===== src/hdl/ps2ma_pkg.sv =====
package ps2ma_pkg;

	localparam int ACCUM_WIDTH = 16;
	localparam int COUNT_WIDTH = 32;

	localparam logic ACT_BYTE = 1'b0;
	localparam logic ACT_POLL = 1'b1;

	localparam int HDR_ALIGN_BIT = 3;
	localparam int HDR_XSIGN_BIT = 4;
	localparam int HDR_YSIGN_BIT = 5;
	localparam int HDR_XOVF_BIT  = 6;
	localparam int HDR_YOVF_BIT  = 7;

	typedef logic signed [ACCUM_WIDTH-1:0] acc_t;
	typedef logic [COUNT_WIDTH-1:0]        count_t;
	typedef logic signed [8:0]             delta_t;

	typedef struct packed {
		logic       action;
		logic [7:0] data_byte;
		logic       from_aux;
	} cmd_t;

	typedef struct packed {
		acc_t       delta_x;
		acc_t       delta_y;
		logic [2:0] button_bits;
		logic       packet_done;
		logic       byte_dropped;
		count_t     resync_total;
		count_t     foreign_total;
	} report_t;

	function automatic delta_t axis_delta(logic [7:0] mag, logic neg, logic ovf);
		delta_t d;
		d = ovf ? 9'sd0 : $signed({neg, mag});
		return d;
	endfunction

	function automatic acc_t sat_add(acc_t a, delta_t d);
		logic signed [ACCUM_WIDTH:0] s;
		acc_t                        r;
		s = $signed({a[ACCUM_WIDTH-1], a}) + $signed({{(ACCUM_WIDTH-8){d[8]}}, d});
		if (s[ACCUM_WIDTH] != s[ACCUM_WIDTH-1]) begin
			r = s[ACCUM_WIDTH] ? $signed({1'b1, {(ACCUM_WIDTH-1){1'b0}}})
			                   : $signed({1'b0, {(ACCUM_WIDTH-1){1'b1}}});
		end else begin
			r = s[ACCUM_WIDTH-1:0];
		end
		return r;
	endfunction

endpackage


===== src/hdl/ps2ma_cmd_if.sv =====
interface ps2ma_cmd_if;
	logic              valid;
	logic              ready;
	ps2ma_pkg::cmd_t   item;

	modport source(output valid, output item, input ready);
	modport sink(input valid, input item, output ready);
endinterface


===== src/hdl/ps2ma_report_if.sv =====
interface ps2ma_report_if;
	logic               valid;
	logic               ready;
	ps2ma_pkg::report_t item;

	modport source(output valid, output item, input ready);
	modport sink(input valid, input item, output ready);
endinterface


===== src/hdl/ps2_mouse_packet_accumulator.sv =====
// PS/2 mouse packet accumulator.
// cmd carries one item per controller byte (action 0, with the aux-port tag)
// or a poll request (action 1). report carries exactly one item per cmd item:
// accumulated X/Y motion, button levels, packet/drop flags and the resync and
// foreign-byte counters after that item.
// Aux bytes build three-byte packets; a header without bit 3 set is dropped
// and counted as a resync. A finished packet adds its deltas into saturating
// signed accumulators and overwrites the buttons. A poll reports the motion
// and then clears it.
// The report item is registered: it is valid in the cycle after its cmd item is accepted.
// Throughput: one item per cycle while report is not stalled, set by the single result register.
// While report is stalled the result register holds; cmd stays ready only if
// report is taken in the same cycle, so no item is lost or repeated.
// Reset clears the packet position, accumulators, buttons, counters and the
// result register's valid; report shows nothing until the first cmd item.
module ps2_mouse_packet_accumulator (
	input  logic                  clk,
	input  logic                  arst_n,
	ps2ma_cmd_if.sink             cmd,
	ps2ma_report_if.source        report
);

	localparam logic [1:0] POS_HEAD = 2'd0;
	localparam logic [1:0] POS_X    = 2'd1;
	localparam logic [1:0] POS_Y    = 2'd2;

	logic [1:0]          pos_q, pos_d;
	logic [7:0]          header_q;
	logic [7:0]          xmag_q;
	ps2ma_pkg::acc_t     acc_x_q, acc_x_d;
	ps2ma_pkg::acc_t     acc_y_q, acc_y_d;
	logic [2:0]          buttons_q, buttons_d;
	ps2ma_pkg::count_t   resync_q, resync_d;
	ps2ma_pkg::count_t   foreign_q, foreign_d;
	logic                header_we, xmag_we;
	logic                accept;
	logic                out_valid_q;
	ps2ma_pkg::report_t  result_d, result_q;

	assign cmd.ready    = !out_valid_q || report.ready;
	assign accept       = cmd.valid && cmd.ready;
	assign report.valid = out_valid_q;
	assign report.item  = result_q;

	always_comb begin
		pos_d     = pos_q;
		acc_x_d   = acc_x_q;
		acc_y_d   = acc_y_q;
		buttons_d = buttons_q;
		resync_d  = resync_q;
		foreign_d = foreign_q;
		header_we = 1'b0;
		xmag_we   = 1'b0;
		result_d  = '0;
		if (cmd.item.action == ps2ma_pkg::ACT_POLL) begin
			acc_x_d = '0;
			acc_y_d = '0;
			result_d.delta_x = acc_x_q;
			result_d.delta_y = acc_y_q;
		end else begin
			if (!cmd.item.from_aux) begin
				foreign_d = foreign_q + ps2ma_pkg::count_t'(1);
				result_d.byte_dropped = 1'b1;
			end else begin
				unique case (pos_q)
					POS_X: begin
						xmag_we = 1'b1;
						pos_d   = POS_Y;
					end
					POS_Y: begin
						acc_x_d = ps2ma_pkg::sat_add(acc_x_q, ps2ma_pkg::axis_delta(xmag_q,
							header_q[ps2ma_pkg::HDR_XSIGN_BIT],
							header_q[ps2ma_pkg::HDR_XOVF_BIT]));
						acc_y_d = ps2ma_pkg::sat_add(acc_y_q, ps2ma_pkg::axis_delta(
							cmd.item.data_byte,
							header_q[ps2ma_pkg::HDR_YSIGN_BIT],
							header_q[ps2ma_pkg::HDR_YOVF_BIT]));
						buttons_d = header_q[2:0];
						pos_d     = POS_HEAD;
						result_d.packet_done = 1'b1;
					end
					default: begin
						if (!cmd.item.data_byte[ps2ma_pkg::HDR_ALIGN_BIT]) begin
							resync_d = resync_q + ps2ma_pkg::count_t'(1);
							pos_d    = POS_HEAD;
							result_d.byte_dropped = 1'b1;
						end else begin
							header_we = 1'b1;
							pos_d     = POS_X;
						end
					end
				endcase
			end
			result_d.delta_x = acc_x_d;
			result_d.delta_y = acc_y_d;
		end
		result_d.button_bits   = buttons_d;
		result_d.resync_total  = resync_d;
		result_d.foreign_total = foreign_d;
	end

	always_ff @(posedge clk or negedge arst_n) begin
		if (!arst_n) begin
			pos_q       <= POS_HEAD;
			acc_x_q     <= '0;
			acc_y_q     <= '0;
			buttons_q   <= '0;
			resync_q    <= '0;
			foreign_q   <= '0;
			out_valid_q <= 1'b0;
		end else begin
			if (accept) begin
				pos_q     <= pos_d;
				acc_x_q   <= acc_x_d;
				acc_y_q   <= acc_y_d;
				buttons_q <= buttons_d;
				resync_q  <= resync_d;
				foreign_q <= foreign_d;
			end
			if (accept) begin
				out_valid_q <= 1'b1;
			end else if (report.ready) begin
				out_valid_q <= 1'b0;
			end
		end
	end

	always_ff @(posedge clk) begin
		if (accept && header_we) begin
			header_q <= cmd.item.data_byte;
		end
		if (accept && xmag_we) begin
			xmag_q <= cmd.item.data_byte;
		end
		if (accept) begin
			result_q <= result_d;
		end
	end

	a_pos_legal: assert property (@(posedge clk) disable iff (!arst_n)
		pos_q != 2'd3)
		else $error("packet position reached an unused code");

	a_flags_exclusive: assert property (@(posedge clk) disable iff (!arst_n)
		out_valid_q |-> !(result_q.packet_done && result_q.byte_dropped))
		else $error("report flags both packet done and byte dropped");

	a_poll_clears: assert property (@(posedge clk) disable iff (!arst_n)
		accept && cmd.item.action == ps2ma_pkg::ACT_POLL
		|=> acc_x_q == '0 && acc_y_q == '0 && !result_q.packet_done
			&& !result_q.byte_dropped)
		else $error("poll did not clear motion or raised a flag");

	a_foreign_count: assert property (@(posedge clk) disable iff (!arst_n)
		accept && cmd.item.action == ps2ma_pkg::ACT_BYTE && !cmd.item.from_aux
		|=> foreign_q == $past(foreign_q) + ps2ma_pkg::count_t'(1) && pos_q == $past(pos_q))
		else $error("foreign byte not counted or disturbed packet position");

	a_done_at_end: assert property (@(posedge clk) disable iff (!arst_n)
		accept && result_d.packet_done |-> pos_q == POS_Y)
		else $error("packet completed outside the third byte");

endmodule


===== src/flat_wrapper.sv =====
// flat-port wrapper written by rule: the top's interface ports become plain ports
module ps2_mouse_packet_accumulator_flat 
  (clk, arst_n, cmd_valid, cmd_item, cmd_ready, report_valid, report_item, report_ready);
  ps2ma_cmd_if cmd_i ();
  ps2ma_report_if report_i ();
  input  logic clk;
  input  logic arst_n;
  input wire logic [$bits(cmd_i.valid)-1:0] cmd_valid;
  input wire logic [$bits(cmd_i.item)-1:0] cmd_item;
  output wire logic [$bits(cmd_i.ready)-1:0] cmd_ready;
  output wire logic [$bits(report_i.valid)-1:0] report_valid;
  output wire logic [$bits(report_i.item)-1:0] report_item;
  input wire logic [$bits(report_i.ready)-1:0] report_ready;
  assign cmd_i.valid = cmd_valid;
  assign cmd_i.item = cmd_item;
  assign cmd_ready = cmd_i.ready;
  assign report_valid = report_i.valid;
  assign report_item = report_i.item;
  assign report_i.ready = report_ready;
  ps2_mouse_packet_accumulator u_core (.clk(clk), .arst_n(arst_n), .cmd(cmd_i), .report(report_i));
endmodule

===== config.mk =====
export PLATFORM = sky130hd
export DESIGN_NAME = ps2_mouse_packet_accumulator_flat
export DESIGN_NICKNAME = d
export VERILOG_FILES = /design/src/hdl/ps2ma_pkg.sv /design/src/hdl/ps2ma_cmd_if.sv /design/src/hdl/ps2ma_report_if.sv /design/src/hdl/ps2_mouse_packet_accumulator.sv /design/src/flat_wrapper.sv
export SDC_FILE = /design/constraint.sdc
export NUM_CORES = 1
export LEC_CHECK = 0
export BUFFER_PORTS_ARGS = -buffer_cell sky130_fd_sc_hd__buf_2
export CORE_MARGIN = 4
export CORE_UTILIZATION = 50
export CTS_CLUSTER_SIZE = 8
export DETAILED_ROUTE_END_ITERATION = 10
export PLACE_DENSITY = 0.72
export SLEW_MARGIN = 25
export SYNTH_ARGS = -nofsm -noshare
export SYNTH_HDL_FRONTEND = slang
export SYNTH_SLANG_ARGS = --single-unit

===== constraint.sdc =====
create_clock -name clk -period 4.5 [get_ports clk]
set_clock_uncertainty 0.05 [all_clocks]
set_input_delay 0.225 -clock clk [delete_from_list [all_inputs] [get_ports clk]]
set_output_delay 0.225 -clock clk [all_outputs]
set_load 0.005 [all_outputs]

==> flow_metrics.env, run 1 <==
export IMPL_status="finished clean"
export IMPL_timing_fmax_mhz=245
export IMPL_synth_area_sq_um=11100
export IMPL_numCtsBuffers=31
export IMPL_path_cells="nand2b_1, inv_1, ha_1, a21o_1, a21o_1, a21oi_1, o211ai_1, nor3_1, nor2_1, o21ai_0, xnor2_1, ha_1, inv_1, nor2_4, buf_4, a21oi_1, o21ai_0"
export IMPL_drive_above_1_share_pct=16.5
export IMPL_setup_violations=0
export IMPL_drtAntennaViolNets=0
export IMPL_grt_pass1_wl_mm=40.3
export IMPL_critical_path_class="reg -> reg"
export IMPL_min_period_ps=4080
export IMPL_clk_path_buf_depth=3
export IMPL_dp_hpwl_mm=16.6
export IMPL_drt_iter0_drc=590
export IMPL_ctsResizeCount=0
export IMPL_fin_util_pct=59.4
export IMPL_synth_top_area_cell="edfxtp_1"
export IMPL_post_drt_wl_per_cell_microns=16.8
export IMPL_netlist_instances=1028
export IMPL_dp_slack_ps=477
export IMPL_placed_area_sq_um=12000
export IMPL_clockRootBuffer="clkbuf_16"
export IMPL_worstMarginPinSlew_ps=886
export IMPL_reg2reg_depth=17
export IMPL_viasPerCell=5.46
export IMPL_async_reset_ff_share_pct=46.8
export IMPL_p_seq_share_pct=41.9
export IMPL_grt_max_degree=59
export IMPL_cts_sinks=218
export IMPL_crit_buf_inv=3
export IMPL_place_congestion=0.904
export IMPL_htreeDepth=1
export IMPL_port_buffer_count=116
export IMPL_synth_area_per_cell_sq_um=10.8
export IMPL_critPathArrivalTime_ps=4300
export IMPL_p_switching_uw=1900
export IMPL_min_from="cmd_item[9]"
export IMPL_grt_antenna_before_repair=0
export IMPL_comb_power_share_pct=23.6
export IMPL_hold_path_class="in -> reg"
export IMPL_globalRouteOverflowTotal=0
export IMPL_cp_end_kind="flip-flop"
export IMPL_drv_slew=0
export IMPL_drt_first_pass_iters=5
export IMPL_syn_nets=1068
export IMPL_slowest_delay_ps=490
export IMPL_place_inst=1393
export IMPL_grt_pass1_vias=7956
export IMPL_reg2reg_to="u_core.report.item[72]"
export IMPL_yosys_top_cells_area="edfxtp_1 31%, dfrtp_1 23%, xnor2_1 6.1%"
export IMPL_whs_path_depth=2
export IMPL_setup_worst_path_start_class="flip-flop"
export IMPL_synth_top_cells_by_count="116 x edfxtp_1, 115 x nand2_1, 102 x dfrtp_1"
export IMPL_worst_r2r_startpoint="u_core.header_q[7]"
export IMPL_synthDistinctLibCells=70
export IMPL_slowest_stage="edfxtp_1"
export IMPL_timing_setup_tns_ps=0
export IMPL_ios=117
export IMPL_powerDensity_nw_per_um2=472
export IMPL_path_delay_family="compound AO/OA/AOI/OAI gates"
export IMPL_worstSkewPairLatency_ps=550
export IMPL_die_w_microns=157
export IMPL_path_clk_slew_ps=50
export IMPL_dieHeight_microns=157
export IMPL_p_leak_uw=0.00572
export IMPL_gr_usage_all_layers_pct=19.9
export IMPL_synth_seq_cells=218
export IMPL_yosys_warnings=0
export IMPL_rows=54
export IMPL_slew_limit_headroom_pct=40.8
export IMPL_coreArea_sq_um=21800
export IMPL_cp_max_fo=12
export IMPL_max_vdd_ir_drop_v=0.000254
export IMPL_ff2ff_setup_slack_ps=420
export IMPL_drc_errors=0
export IMPL_yosysSeqAreaShare_pct=54.3
export IMPL_drv_cap=0
export IMPL_vias=7973
export IMPL_die_area_sq_um=24700
export IMPL_swShare_pct=31.0
export IMPL_p_int_uw=4220
export IMPL_routed_wl_mm=24.6
export IMPL_synth_top_area_share_pct=31.4
export IMPL_hold_violations=0
export IMPL_n_antenna_cell=0
export IMPL_ys_flop_type="edfxtp_1"
export IMPL_pwr_share_clk_pct=34.5
export IMPL_finish_net_count=1196
export IMPL_fin_ws_ps=418
export IMPL_area_growth_pct=16.8
export IMPL_worstPathRequired_ps=4720
export IMPL_start_util_pct=50.9
export IMPL_fin_area_sq_um=13000
export IMPL_cts_tree="done"
export IMPL_stdcell_count=1461
export IMPL_rsz0062_at_grt="false"
export IMPL_yosysMostFrequentCell="edfxtp_1"
export IMPL_hold_end="u_core.acc_x_q[15]"
export IMPL_synth_edf_count=116
export IMPL_finalCritPeriodShare_pct=90.7
-- power groups by stage --
stage                     Combinational, uW  Clock [uW]  Sequential, uW
after floorplan                        1030           0            2530
after global placement                 1370           0            2590
after detailed placement               1420           0            2590
after CTS                              1430        2160            2560
after global routing                   1630        2260            2590
final                                  1440        2110            2560
-- per-layer routing --
| layer | global-route usage, % | wire length [microns] |
|---|---|---|
| met1 | 26.5 | 10900 |
| met4 | 5.04 | 406 |
| met3 | 3.22 | 1260 |
| met2 | 34.1 | 12000 |
| met5 | 0 | 0 |
-- worst register-to-register path: stages, from the launching register on --
cell	delay, ps
edfxtp_1	490
nand2b_1	240
inv_1	80
ha_1	220
a21o_1	180
a21o_1	190
a21oi_1	220
o211ai_1	250
nor3_1	200
nor2_1	50
o21ai_0	330
xnor2_1	180
ha_1	260
inv_1	240
nor2_4	70
buf_4	190
a21oi_1	230
o21ai_0	110
-- metrics by stage --
stage	hold slack, ps	total power, uW
finish	25.2	6120
CTS	6.59	6160
detailed placement	199	4010
floorplan	-121	3560
global placement	397	3960
global route	31.0	6480
-- flip-flops by register name (all words and copies together), names as in the netlist, 3 cells and up --
name and flops:
u_core.header_q 7, u_core.acc_y_q 16, u_core.xmag_q 8, u_core.resync_q 32, u_core.foreign_q 32, u_core.report.item 101
u_core.buttons_q 3, u_core.acc_x_q 16
-- repair_timing --
action | 4_1_cts | 5_1_grt
hold endpoints to repair | 51 | 0
hold buffers | 10 | 0
setup buffers | 0 | 0
-- layout by cell type (no fill, tap or decap), types with 24 or more instances in the layout --
cell | synthesis | layout
edfxtp_1 | 116 | 116
nand2_1 | 115 | 115
buf_2 | 4 | 115
dfrtp_1 | 102 | 102
nor2_1 | 87 | 87
xnor2_1 | 77 | 77
xor2_1 | 66 | 66
o21ai_0 | 43 | 43
a21oi_1 | 40 | 40
nand3_1 | 35 | 35
clkbuf_16 | 0 | 31
nand4_1 | 26 | 26
clkbuf_1 | 33 | 25
ha_1 | 24 | 24
-- logic make-up after synthesis --
kind of cell / synth area share, %
flip-flops: 54.3
XOR/XNOR: 11.3
AND/OR/NAND/NOR: 17.1
adder cells (fa/ha/maj): 3.24
AO/OA/AOI/OAI: 10.0
buffers and inverters: 2.52
multiplexers: 1.51
-- area by class of cell --
| class | count | area [sq um] |
|---|---|---|
| fillers | 1766 | 8850 |
| flip-flops and latches | 218 | 6040 |
| multi-input cells | 744 | 4800 |
| clock buffers | 56 | 870 |
| repair buffers | 139 | 801 |
| well taps | 280 | 350 |
| inverters | 22 | 85.1 |
| clock inverters | 2 | 27.5 |
-- how the worst max path moves through the flow --
| stage | start | to | slack [ps] | depth (start not counted) |
|---|---|---|---|---|
| after global routing | u_core.header_q[7] | u_core.report.item[72] | 120 | 17 |
| after detailed placement | u_core.header_q[7] | u_core.report.item[75] | 480 | 17 |
| after global placement | u_core.header_q[7] | u_core.report.item[73] | 630 | 17 |
| after CTS | u_core.header_q[7] | u_core.report.item[72] | 440 | 17 |
| final | u_core.header_q[7] | u_core.report.item[72] | 420 | 17 |
| after floorplan | u_core.header_q[7] | u_core.report.item[82] | 880 | 16 |
Note: power is estimated with default switching activity, not from simulation.
==> run 2, diff against run 1 <==
- ABC_AREA: default -> 1
==> flow_metrics.env, run 2 <==
export IMPL_port_buffer_count=116
export IMPL_drtAntennaViolNets=0
export IMPL_worst_r2r_startpoint="u_core.header_q[7]"
export IMPL_dieHeight_microns=162
export IMPL_yosys_warnings=0
export IMPL_yosys_top_cells_area="edfxtp_1 29%, dfrtp_1 21%, nand2_1 13%"
export IMPL_synth_edf_count=116
export IMPL_p_leak_uw=0.00650
export IMPL_synthMuxAreaShare_pct=0
export IMPL_start_util_pct=50.7
export IMPL_worstPathRequired_ps=4740
export IMPL_die_area_sq_um=26300
export IMPL_setup_worst_path_start_class="flip-flop"
export IMPL_timing_setup_tns_ps=0
export IMPL_powerDensity_nw_per_um2=432
export IMPL_post_drt_wl_per_cell_microns=14.1
export IMPL_ios=117
export IMPL_worstSkewPairLatency_ps=540
export IMPL_netlist_instances=1412
export IMPL_timing_fmax_mhz=246
export IMPL_reg2reg_depth=23
export IMPL_critPathArrivalTime_ps=4310
export IMPL_slew_limit_headroom_pct=42.8
export IMPL_drv_cap=0
export IMPL_pwr_share_clk_pct=35.1
export IMPL_fin_util_pct=58.5
export IMPL_vias=9561
export IMPL_viasPerCell=5.09
export IMPL_drt_first_pass_iters=4
export IMPL_ff2ff_setup_slack_ps=430
export IMPL_max_vdd_ir_drop_v=0.000281
export IMPL_globalRouteOverflowTotal=0
export IMPL_area_growth_pct=15.4
export IMPL_synth_top_family_by_area="simple AND/OR/NAND/NOR gates"
export IMPL_synthDistinctLibCells=48
export IMPL_drt_iter0_drc=622
export IMPL_crit_start="u_core.header_q[7]"
export IMPL_path_clk_slew_ps=60
export IMPL_synth_area_sq_um=11900
export IMPL_grt_max_degree=94
export IMPL_drv_slew=0
export IMPL_grt_pass1_vias=9282
export IMPL_place_congestion=0.943
export IMPL_gr_usage_all_layers_pct=20.2
export IMPL_status="finished clean"
export IMPL_synth_seq_cells=218
export IMPL_synth_xor_area_share_pct=4.99
export IMPL_hold_slack_ps=30.2
export IMPL_hold_violations=0
export IMPL_synth_area_per_cell_sq_um=8.43
export IMPL_n_antenna_cell=0
export IMPL_async_reset_ff_share_pct=46.8
export IMPL_reg2reg_to="u_core.report.item[76]"
export IMPL_synth_compound_area_share_pct=7.44
export IMPL_grt_antenna_before_repair=0
export IMPL_fin_area_sq_um=13700
export IMPL_fill_cells=2065
export IMPL_synth_adder_area_share_pct=2.86
export IMPL_rsz0062_at_grt="false"
export IMPL_placed_area_sq_um=12800
export IMPL_cp_end_kind="flip-flop"
export IMPL_coreArea_sq_um=23500
export IMPL_clk_path_buf_depth=3
export IMPL_fin_ws_ps=434
export IMPL_post_cts_repair_setup_buffers=0
export IMPL_critical_path_class="reg -> reg"
export IMPL_htreeDepth=1
export IMPL_finish_net_count=1577
export IMPL_dp_slack_ps=407
export IMPL_hold_path_class="in -> async"
export IMPL_comb_power_share_pct=20.5
export IMPL_rows=56
export IMPL_finalCritPeriodShare_pct=90.4
export IMPL_final_common_cell="nand2_1"
export IMPL_syn_nets=1452
export IMPL_yosysSeqAreaShare_pct=50.7
export IMPL_setup_violations=0
export IMPL_numCtsBuffers=31
export IMPL_clockRootBuffer="clkbuf_16"
export IMPL_p_switching_uw=1790
export IMPL_min_period_ps=4070
export IMPL_synth_simple_gate_area_share_pct=26.1
export IMPL_layout_common_cells="414 x nand2_1, 177 x inv_1, 116 x edfxtp_1"
export IMPL_synth_top_area_cell="edfxtp_1"
export IMPL_p_int_uw=4150
export IMPL_drc_errors=0
export IMPL_worstMarginPinSlew_ps=858
export IMPL_yosysMostFrequentCell="nand2_1"
export IMPL_ys_flop_type="edfxtp_1"
export IMPL_grt_pass1_wl_mm=44.5
export IMPL_crit_end="u_core.report.item[76]"
export IMPL_die_w_microns=162
export IMPL_swShare_pct=30.2
export IMPL_synth_top_cells_by_count="415 x nand2_1, 178 x inv_1, 116 x edfxtp_1"
export IMPL_p_seq_share_pct=44.4
export IMPL_cts_tree="done"
export IMPL_drive_above_1_share_pct=14.5
export IMPL_routed_wl_mm=26.5
export IMPL_cp_max_fo=14
export IMPL_largest_reg_flops=101
export IMPL_synth_top_area_share_pct=29.3
export IMPL_cts_sinks=218
export IMPL_dp_hpwl_mm=18.3
==> run 2: worst min path at each step <==
| stage | to | depth (start not counted) |
|---|---|---|
| after floorplan | u_core.acc_x_q[0] | 0 |
| after global routing | u_core.foreign_q[15] | 2 |
| after CTS | u_core.foreign_q[15] | 2 |
| after detailed placement | u_core.foreign_q[15] | 1 |
| final | u_core.foreign_q[15] | 2 |
| after global placement | u_core.foreign_q[15] | 1 |
==> run 2: layout make-up <==
cell class | instances | area, sq um | share of cell area [%]
flip-flops and latches | 218 | 6040 | 43.9
clock inverters | 1 | 8.76 | 0.0637
well taps | 319 | 399 | 2.91
inverters | 190 | 727 | 5.29
clock buffers | 54 | 862 | 6.27
repair buffers | 135 | 766 | 5.57
multi-input cells | 961 | 4940 | 36.0
==> run 2: power by group through the flow <==
stage	clock (uW)	combinational, uW	sequential (uW)
6_report	2080	1220	2640
5_1_grt	2230	1400	2670
4_1_cts	2150	1220	2640
3_5_place_dp	0	1210	2660
3_3_place_gp	0	1160	2660
2_1_floorplan	0	856	2640
==> run 2: what timing repair did <==
action / CTS / global route
gates resized for setup: 0 / 2
hold buffers: 10 / 0
setup endpoints to repair: 0 / 4
hold endpoints to repair: 118 / 0
==> run 2: critical path, stage by stage, from the launching register on <==
cell and delay, ps:
edfxtp_1 520, inv_2 90, nand2_1 130, inv_1 60, ha_1 270, nand2_1 40
o21ai_1 250, inv_1 70, o21bai_1 280, nand3_1 150, nand3_1 140, nand2_1 60
nand2_1 50, nand2_1 50, nand2_1 70, xor2_1 190, inv_1 70, ha_1 400
clkinvlp_4 300, o21ai_0 170, a21oi_1 60, nand3b_2 210, nand2_1 70, nand2_1 50
==> run 2: routing by layer <==
| metal | vias to the layer above | wire length [microns] | global-route usage, % |
|---|---|---|---|
| met5 | - | 0 | 0 |
| met3 | 50 | 1470 | 3.43 |
| met1 | 4444 | 12100 | 28.1 |
| li1 | 4819 | - | - |
| met2 | 248 | 12300 | 32.8 |
| met4 | 0 | 631 | 6.31 |
==> run 2: stage by stage <==
stage / power, uW / cells
6_report: 5940 / 1878
5_1_grt: 6300 / 1878
4_1_cts: 6010 / 1878
3_5_place_dp: 3880 / 1813
3_3_place_gp: 3820 / 1813
2_1_floorplan: 3500 / 1412
==> run 2: cell families after synthesis <==
family                     count (synthesis)
AOI/OAI and AO/OA                        164
xor gates and xnor gates                  67
adders and majority gates                 26
buffers and inverters                    233
DFF                                      218
and+or+nand+nor                          704
==> run 3, diff against run 2 <==
- PLACE_DENSITY: 0.72 -> 0.69
- clock period: 4.5 -> 3.8 ns (I/O delays scaled with it)
==> flow_metrics.env, run 3 (same netlist as run 2, synthesis figures left out) <==
export IMPL_viasPerCell=5.03
export IMPL_drt_iter0_drc=590
export IMPL_comb_power_share_pct=21.9
export IMPL_cp_max_fo=7
export IMPL_worst_r2r_startpoint="u_core.header_q[7]"
export IMPL_timing_fmax_mhz=282
export IMPL_critPathArrivalTime_ps=3760
export IMPL_timing_setup_tns_ps=0
export IMPL_hold_violations=0
export IMPL_drc_errors=0
export IMPL_p_leak_uw=0.00661
export IMPL_finalCritPeriodShare_pct=93.3
export IMPL_drtAntennaViolNets=0
export IMPL_area_growth_pct=17.3
export IMPL_worstPathRequired_ps=4010
export IMPL_met2_length_mm=12.5
export IMPL_drt_first_pass_iters=5
export IMPL_vias=9557
export IMPL_start_util_pct=50.7
export IMPL_path_clk_slew_ps=50
export IMPL_pwr_share_clk_pct=34.6
export IMPL_grt_antenna_before_repair=0
export IMPL_port_buffer_count=116
export IMPL_dieHeight_microns=162
export IMPL_fin_util_pct=59.5
export IMPL_worstSkewPairLatency_ps=540
export IMPL_drv_slew=0
export IMPL_slowest_delay_ps=500
export IMPL_worstMarginPinSlew_ps=986
export IMPL_swShare_pct=30.2
export IMPL_slew_limit_headroom_pct=34.2
export IMPL_slowest_stage="edfxtp_1"
export IMPL_max_vdd_ir_drop_v=0.000346
export IMPL_top_layer_used="met4"
export IMPL_setup_violations=0
export IMPL_p_int_uw=5000
export IMPL_crit_start="u_core.header_q[7]"
export IMPL_clockRootBuffer="clkbuf_16"
export IMPL_final_common_cell="nand2_1"
export IMPL_stdcell_count=1899
export IMPL_die_area_sq_um=26300
export IMPL_grt_max_degree=73
export IMPL_routed_wl_met3_mm=1.40
export IMPL_numCtsBuffers=31
export IMPL_grt_pass1_vias=9284
export IMPL_critical_path_class="reg -> reg"
export IMPL_die_w_microns=162
export IMPL_post_drt_wl_per_cell_microns=14.1
export IMPL_finish_net_count=1598
export IMPL_cts_sinks=218
export IMPL_routed_wl_mm=26.8
export IMPL_ff2ff_setup_slack_ps=260
export IMPL_cp_end_kind="flip-flop"
export IMPL_wl_met1_mm=12.5
export IMPL_p_switching_uw=2170
export IMPL_fill_cells=2070
export IMPL_gr_usage_all_layers_pct=20.4
export IMPL_path_delay_family="simple AND/OR/NAND/NOR gates"
export IMPL_coreArea_sq_um=23500
export IMPL_place_inst=1816
export IMPL_rows=56
export IMPL_min_period_ps=3540
export IMPL_hold_slack_ps=172
export IMPL_p_total_uw=7170
export IMPL_setup_worst_path_start_class="flip-flop"
export IMPL_drive_above_1_share_pct=16.3
export IMPL_hold_path_class="in -> reg"
export IMPL_globalRouteOverflowTotal=0
export IMPL_powerDensity_nw_per_um2=514
export IMPL_crit_buf_inv=4
export IMPL_path_cells="nor2_2, ha_1, inv_1, fa_1, inv_1, nand2_1, a21oi_2, nand3_1, nand2_2, nand3_2, nand2_2, nand2_1, nand3_2, nand2_2, ha_4, clkinvlp_4, buf_4, o21ai_0, a21oi_1, nand3b_1, nand2_1, o21ai_0"
export IMPL_ios=117
export IMPL_min_from="cmd_item[0]"
export IMPL_largest_reg_flops=101
export IMPL_htreeDepth=1
export IMPL_grt_pass1_wl_mm=44.9
export IMPL_dp_hpwl_mm=18.4
export IMPL_p_seq_share_pct=43.5
export IMPL_cts_tree="done"
export IMPL_n_antenna_cell=0
export IMPL_drv_cap=0
export IMPL_clk_path_buf_depth=3
export IMPL_status="finished clean"
export IMPL_layout_common_cells="410 x nand2_1, 177 x inv_1, 116 x edfxtp_1"
export IMPL_place_congestion=0.881
==> run 3: cell count changes in the layout (fill, tap and decap cells not counted), moves of 2 or more <==
| cell | change |
|---|---|
| nand2_2 | +4 |
| o21ai_2 | +3 |
| o21ai_0 | -2 |
| nand2_1 | -4 |
| buf_4 | +20 |
==> run 3: through the flow <==
stage               area [sq um]  setup slack [ps]
finish                     14000               256
global route               14000             -45.3
CTS                        13800              36.2
detailed placement         12800              20.6
global placement           12800               148
floorplan                  11900               338
==> run 3: power by group through the flow <==
stage | Combinational (uW) | Clock, uW | Sequential [uW]
2_1_floorplan | 1010 | 0 | 3130
3_3_place_gp | 1400 | 0 | 3150
3_5_place_dp | 1440 | 0 | 3160
4_1_cts | 1480 | 2530 | 3120
5_1_grt | 1790 | 2640 | 3160
6_report | 1570 | 2480 | 3120
==> run 3: final timing paths <==
check,to,depth (start not counted)
worst min register to register,u_core.acc_x_q[13],2
worst max register to register,u_core.report.item[77],22
min in group asynchronous,u_core.foreign_q[18],2
worst max-delay path,u_core.report.item[77],22
worst min-delay path,u_core.pos_q[0],6
max in group asynchronous,u_core.acc_x_q[8],3
==> run 3: worst register-to-register path, cell delays in order (launching register included) <==
cell        delay (ps)
edfxtp_1           500
nor2_2             130
ha_1               150
inv_1               70
fa_1               360
inv_1               80
nand2_1             80
a21oi_2            190
nand3_1            100
nand2_2             90
nand3_2             80
nand2_2            100
nand2_1             90
nand3_2             90
nand2_2             80
ha_4               290
clkinvlp_4         110
buf_4              150
o21ai_0             60
a21oi_1             50
nand3b_1           180
nand2_1             90
o21ai_0             90
==> run 3: timing repair <==
action / CTS / global route
hold buffers: 10 / 0
cloned: 0 / 0
endpoints found under the hold margin: 65 / 0
setup endpoints to repair: 1 / 30
gates resized for setup: 3 / 14
buffers inserted: 3 / 15
pin swaps: 0 / 5
==> run 3: layout make-up <==
class | instances | area, sq um | area share (%)
sequential | 218 | 6040 | 43.2
multi-input combinational | 961 | 4990 | 35.8
timing repair buffer | 156 | 936 | 6.70
clock buffer | 54 | 862 | 6.17
inverter | 190 | 727 | 5.21
tap | 319 | 399 | 2.86
clock inverter | 1 | 8.76 | 0.0627
==> run 3: metal layers <==
metal / GRT usage [%] / up-vias
li1: - / 4855
met1: 28.9 / 4450
met2: 33.7 / 213
met3: 2.87 / 39
met4: 4.58 / 0
met5: 0 / -
